### src/rtl/core/mbet_pkg.sv
// ----------------------------------------------------------------------------
// mbet_pkg
// Shared widths, fixed-point constants and control structs for the
// Mandelbrot escape-time block.
// ----------------------------------------------------------------------------
package mbet_pkg;

    localparam int COL_W    = 12;
    localparam int ROW_W    = 11;
    localparam int ITER_W   = 16;
    localparam int STEP_W   = 31;
    localparam int CFG_IDX_W = 2;
    localparam int CFG_DATA_W = STEP_W;

    localparam int FRAC_W   = 28;                   // Q4.28
    localparam int Z_W      = 30;                   // |x|,|y| < 2 after a live iteration
    localparam int SQ_W     = 2 * Z_W;              // exact Q.56 products
    localparam int PRE_W    = COL_W + STEP_W;       // col * step, Q.30
    localparam int PIM_W    = ROW_W + STEP_W;       // row * step, Q.30
    localparam int C_W      = PRE_W - 1;            // signed Q.28 point, dropped 2 LSBs
    localparam int NEXT_W   = C_W + 1;              // new component before range test

    localparam logic [ITER_W-1:0] MAX_ITER_RST = ITER_W'(256);
    localparam logic [STEP_W-1:0] STEP_RST     = STEP_W'(4194304);

    // register indexes
    localparam logic [CFG_IDX_W-1:0] REG_MAX_ITER   = CFG_IDX_W'(0);
    localparam logic [CFG_IDX_W-1:0] REG_PIXEL_STEP = CFG_IDX_W'(1);

    typedef struct packed {
        logic load;     // capture col*step, row*step
        logic init;     // form c, clear z and iteration count
        logic mult;     // register x*x, y*y, x*y
        logic update;   // escape tests and z <= z*z + c
    } t_cmd;

    typedef struct packed {
        logic done;     // item finished on this update
    } t_status;

endpackage

### src/rtl/core/mbet_ctrl.sv
// ----------------------------------------------------------------------------
// mbet_ctrl
// Sequencer: a setup state, then alternating multiply and update
// states until the datapath reports the pixel finished.
// ----------------------------------------------------------------------------
module mbet_ctrl (
    input  logic             i_clk,
    input  logic             i_rst_n,
    input  logic             start,
    output logic             busy,
    input  mbet_pkg::t_status i_status,
    output mbet_pkg::t_cmd   o_cmd,
    output logic             o_result_valid
);
    import mbet_pkg::*;

    typedef enum logic [1:0] {
        S_IDLE,
        S_INIT,
        S_MULT,
        S_UPDATE
    } t_state;

    t_state r_state, n_state;
    logic   r_result_valid, n_result_valid;

    assign busy = (r_state != S_IDLE);

    always_comb begin
        o_cmd        = '0;
        o_cmd.load   = (r_state == S_IDLE) && start;
        o_cmd.init   = (r_state == S_INIT);
        o_cmd.mult   = (r_state == S_MULT);
        o_cmd.update = (r_state == S_UPDATE);
    end

    always_comb begin
        n_state        = r_state;
        n_result_valid = 1'b0;
        case (r_state)
            S_IDLE: begin
                if (start) begin
                    n_state = S_INIT;
                end
            end
            S_INIT: begin
                n_state = S_MULT;
            end
            S_MULT: begin
                n_state = S_UPDATE;
            end
            S_UPDATE: begin
                if (i_status.done) begin
                    n_state        = S_IDLE;
                    n_result_valid = 1'b1;
                end else begin
                    n_state = S_MULT;
                end
            end
            default: begin
                n_state = S_IDLE;
            end
        endcase
    end

    always_ff @(posedge i_clk) begin
        if (!i_rst_n) begin
            r_state        <= S_IDLE;
            r_result_valid <= 1'b0;
        end else begin
            r_state        <= n_state;
            r_result_valid <= n_result_valid;
        end
    end

    assign o_result_valid = r_result_valid;

endmodule

### config.mk
export PLATFORM = sky130hd
export DESIGN_NAME = mbet_ctrl
export DESIGN_NICKNAME = d
export VERILOG_FILES = /design/src/rtl/core/mbet_pkg.sv /design/src/rtl/core/mbet_ctrl.sv
export SDC_FILE = /design/constraint.sdc
export NUM_CORES = 1
export LEC_CHECK = 0
export BUFFER_PORTS_ARGS = -buffer_cell sky130_fd_sc_hd__buf_2
export CORE_AREA = 2 2 39 41
export CTS_BUF_LIST = sky130_fd_sc_hd__clkbuf_2 sky130_fd_sc_hd__clkbuf_4 sky130_fd_sc_hd__clkbuf_8
export DETAILED_ROUTE_END_ITERATION = 12
export DIE_AREA = 0 0 41 43
export GPL_TIMING_DRIVEN = 0
export PLACE_DENSITY = 0.3
export SLEW_MARGIN = 20
export SYNTH_ARGS = -nofsm -noshare
export SYNTH_HDL_FRONTEND = slang
export SYNTH_SLANG_ARGS = --single-unit
### constraint.sdc
create_clock -name i_clk -period 1.05 [get_ports i_clk]
set_clock_uncertainty 0.05 [all_clocks]
set_input_delay 0.105 -clock i_clk [delete_from_list [all_inputs] [get_ports i_clk]]
set_output_delay 0.105 -clock i_clk [all_outputs]
set_load 0.05 [all_outputs]
[Word-level counts from Yosys, hierarchy flattened]
Index checks and enable logic that the tools add are counted.
Operators by class
  reductions and logical operators: 4
  muxes and demuxes: 4
  equal/unequal tests: 4
Operators by type and width (count)
  one-hot mux 2 bit (4 select lines): 1
  == test 2 bit, second input constant: 2
  two-way mux 2 bit: 2
  == test 2 x 1 -> 1 bit, second input constant: 1
  logical NOT 2 bit: 1
  inequality test 2 bit, second input constant: 1
  AND reduction 2 bit: 1
  nonzero test 2 bit: 1
  logical AND 1 bit: 1
  two-way mux 1 bit: 1
Storage, ports and cells
  word-level logic and storage cells: 14
  bits in registers: 3
  output and inout bits: 6
  bits of input ports: 4

[Longest topological paths before layout]
  word-level depth: 2
  depth in mapped cells: 2
  mapped depth without buffers: 2

[Least setup slack after synthesis]
No wires, ideal clock.
  kind: reg2out
  start point: register r_state[0]
  end point: output port o_cmd[3] (netlist name)
  path slack: -0.579 ns
  buffers on the path: 0
  arrival time: 1.474 ns
  data required time: 0.895 ns
  stages on the path, launching flop included: 3
  cells stage by stage: dfxtp_1 > or2_1 > nor2_1
RTL lines
  start: declaration: line mbet_ctrl.sv:24  | t_state r_state, n_state;
  start signal: assignment: line mbet_ctrl.sv:71  | r_state <= n_state;
  end: declaration: line mbet_ctrl.sv:12  | output mbet_pkg::t_cmd o_cmd,

==> summary.txt <==
Run status
  – Status: finished, violations left
  – Failing checks: setup timing

Global route
  – Tot GR Track Use: 5.32%
  – First-pass GRT wire length: 558 um
  – Initial antenna violation count: 0
  – Vias in the first global route: 148
  – GRT Residual Overflow: 0
  – Largest net degree at the start of global routing: 7

STA
  – Max Slew Vio Count: 0
  – Rel. slew slack: 83.2%
  – Tmin final: 1230 ps
  – Slew at the pin closest to its max-slew limit: 254 ps
  – Fin crit share: 117%
  – PnR worst setup slack: -180 ps
  – # setup viols final: 5
  – Unrepaired setup endpoints after global routing: true
  – Fin Setup TNS: -464 ps
  – Hold violation count in the final report: 0
  – Max Fclk: 813 MHz
  – WHS: 78.5 ps

Detailed routing
  – Detailed-route via count: 148
  – Per-cell routed wire length: 8.15 um
  – ANT nets after route: 0
  – Vias/cell: 3.22
  – First-pass DRT Iterations: 1
  – Routed WL: 375 um
  – Iteration-0 DRC Markers: 0
  – DRC Markers: 0

Worst setup path
  – Reg2Reg Launch Point: r_state[1]$_SDFFE_PN0P_
  – Terminus of the critical flop-to-flop path: o_result_valid$_SDFF_PN0_
  – WP data required: 890 ps
  – CP Capture Point: o_cmd[3]
  – R2R depth: 3
  – Crit end category: primary output
  – Worst-path fanout max: 4
  – Critical path data arrival time: 1080 ps
  – Crit path kind: reg -> out
  – Critical path launch point: r_state[0]$_SDFFE_PN0P_
  – Reg-to-reg slack, setup: 90 ps
  – Startpoint types: flip-flop

CTS
  – Root buf cell: clkbuf_4
  – H-tree levels: 1
  – Total clock buffers created by CTS: 3
  – CTS tree: built
  – Clock sink count: 3
  – Clock Path Buffers: 2
  – Clock transition at the registers of the reported paths: 40 ps
  – Skew-Pair Late Insertion Delay: 230 ps

Finish
  – Synthesis-to-finish area growth: 141%
  – Final Instance Count excl. Fillers: 46
  – Fin area: 302 sq um
  – Layout net count: 35
  – Layout Utilization: 21.8%
  – Share of cells above drive strength 1: 66.7%
  – Antenna Cells: 0

Pwr
  – Internal: 359 uW
  – PD cells: 1710 nW/um^2
  – Gate power share: 30.9%
  – Net Sw Frac: 30.6%
  – Worst-case vdd ir drop: 475 uV
  – Sequential share of power: 24.8%
  – Part of the power in the clock network: 44.3%
  – Sw Pwr: 158 uW
  – Leak: 0.000150 uW

Synth
  – Ys Warns: 0
  – Share of the synthesized area in the top cell type: 48.0%
  – Fraction of registers with async set/reset: 0%
  – Primary FF master, synth: dfxtp_1
  – Synth top cells by count: 3 x dfxtp_1, 2 x and2b_1, 2 x nor2_1
  – Synthesized area: 125 sq um
  – Mean area per synthesized cell: 8.94 sq um
  – Area leader, netlist: dfxtp_1
  – Synth area leaders: dfxtp_1 48%, and2b_1 12%, and2_4 7.0%
  – Post-synth cell types: 10
  – Register area share after synthesis: 48.0%
  – Syn Nets: 18
  – #FFs+latches synth: 3
  – Post-synth EDFFs: 0
  – Gate Count Post-Synth: 14
  – Count leader, synth: dfxtp_1

Die
  – # rows: 14
  – Die width: 41 um
  – Die area: 1760 sq um
  – Starting Density: 9.04%
  – Die height: 43 um
  – I/O pin total: 10
  – Std-Cell Core Area: 1380 sq um

Place
  – Cells after DPL: 39
  – DPL Wire Length: 259 um
  – Post-Place Cell Area: 201 sq um
  – RD Place Congestion: 0.585
  – Port bufs: 9

Run
  – # Max-Cap Violations: 0

Min path
  – Hold path startpoint: i_rst_n
  – Hold crit path type: in -> reg
## state kept, by name (all words and copies together), names as in the netlist
register        count
o_result_valid      1
r_state             2
## cell families (layout without fill, tap and decap cells)
family | count (synthesis) | after routing | share of synthesized area, %
buffers and inverters | 1 | 17 | 3.00
AOI/OAI and AO/OA | 2 | 2 | 7.99
and+or+nand+nor | 8 | 8 | 41.0
DFF | 3 | 3 | 48.0
## timing repair
action / 4_1_cts / 5_1_grt
buffers inserted: 1 / 1
setup endpoints to repair: 5 / 5
hold buffers: 1 / 0
hold endpoints to repair: 1 / 0
pin swaps: 2 / 0
resized for setup: 15 / 0
## area by class of cell
type	instances	area, sq um
clock buffers	4	30.0
fillers	151	1080
inverters	1	3.75
multi-input cells	10	71.3
flip-flops and latches	3	67.6
well taps	16	20.0
repair buffers	12	109
## through the flow
stage	worst slack (ps)	power, uW
global placement	-24.3	248
global route	-211	543
floorplan	-57.3	224
detailed placement	-47.4	251
finish	-180	517
CTS	-200	527
## how the worst min path moves through the flow
stage	slack, ps	cells after the start	end
after global routing	100	2	r_state[0]$_SDFFE_PN0P_
after global placement	230	2	r_state[1]$_SDFFE_PN0P_
after detailed placement	240	2	r_state[1]$_SDFFE_PN0P_
after floorplan	140	1	r_state[1]$_SDFFE_PN0P_
final	80	3	r_state[1]$_SDFFE_PN0P_
after CTS	70	3	r_state[1]$_SDFFE_PN0P_
## metal layers
metal	global-route usage, %	part of all wire, %
met1	5.13	42
met2	6.56	44
met3	2.09	14
met4	8.00	0
met5	0	0
## worst max-delay path: stages (launching register included)
cell and delay (ps):
dfxtp_4 340, or2_4 270, nor2_4 80, buf_6 150
## power groups by stage
stage | Combinational (uW) | Clock [uW] | Sequential, uW
2_1_floorplan | 91.6 | 0 | 132
3_3_place_gp | 116 | 0 | 132
3_5_place_dp | 117 | 0 | 134
4_1_cts | 156 | 242 | 129
5_1_grt | 170 | 245 | 129
6_report | 160 | 229 | 128
## placed cells by master (no fill, tap or decap)
cell type	count
clkbuf_4	4
buf_2	4
buf_6	3
and2b_1	2
buf_8	2
dfxtp_4	2
buf_4	2
and2_4	1
or2_4	1
inv_1	1
nor2_4	1
o21ai_0	1
a21oi_1	1
and3_1	1
nor2_1	1
nor3b_1	1
dlygate4sd3_1	1
dfxtp_1	1
Note: power is estimated with default switching activity, not from simulation.
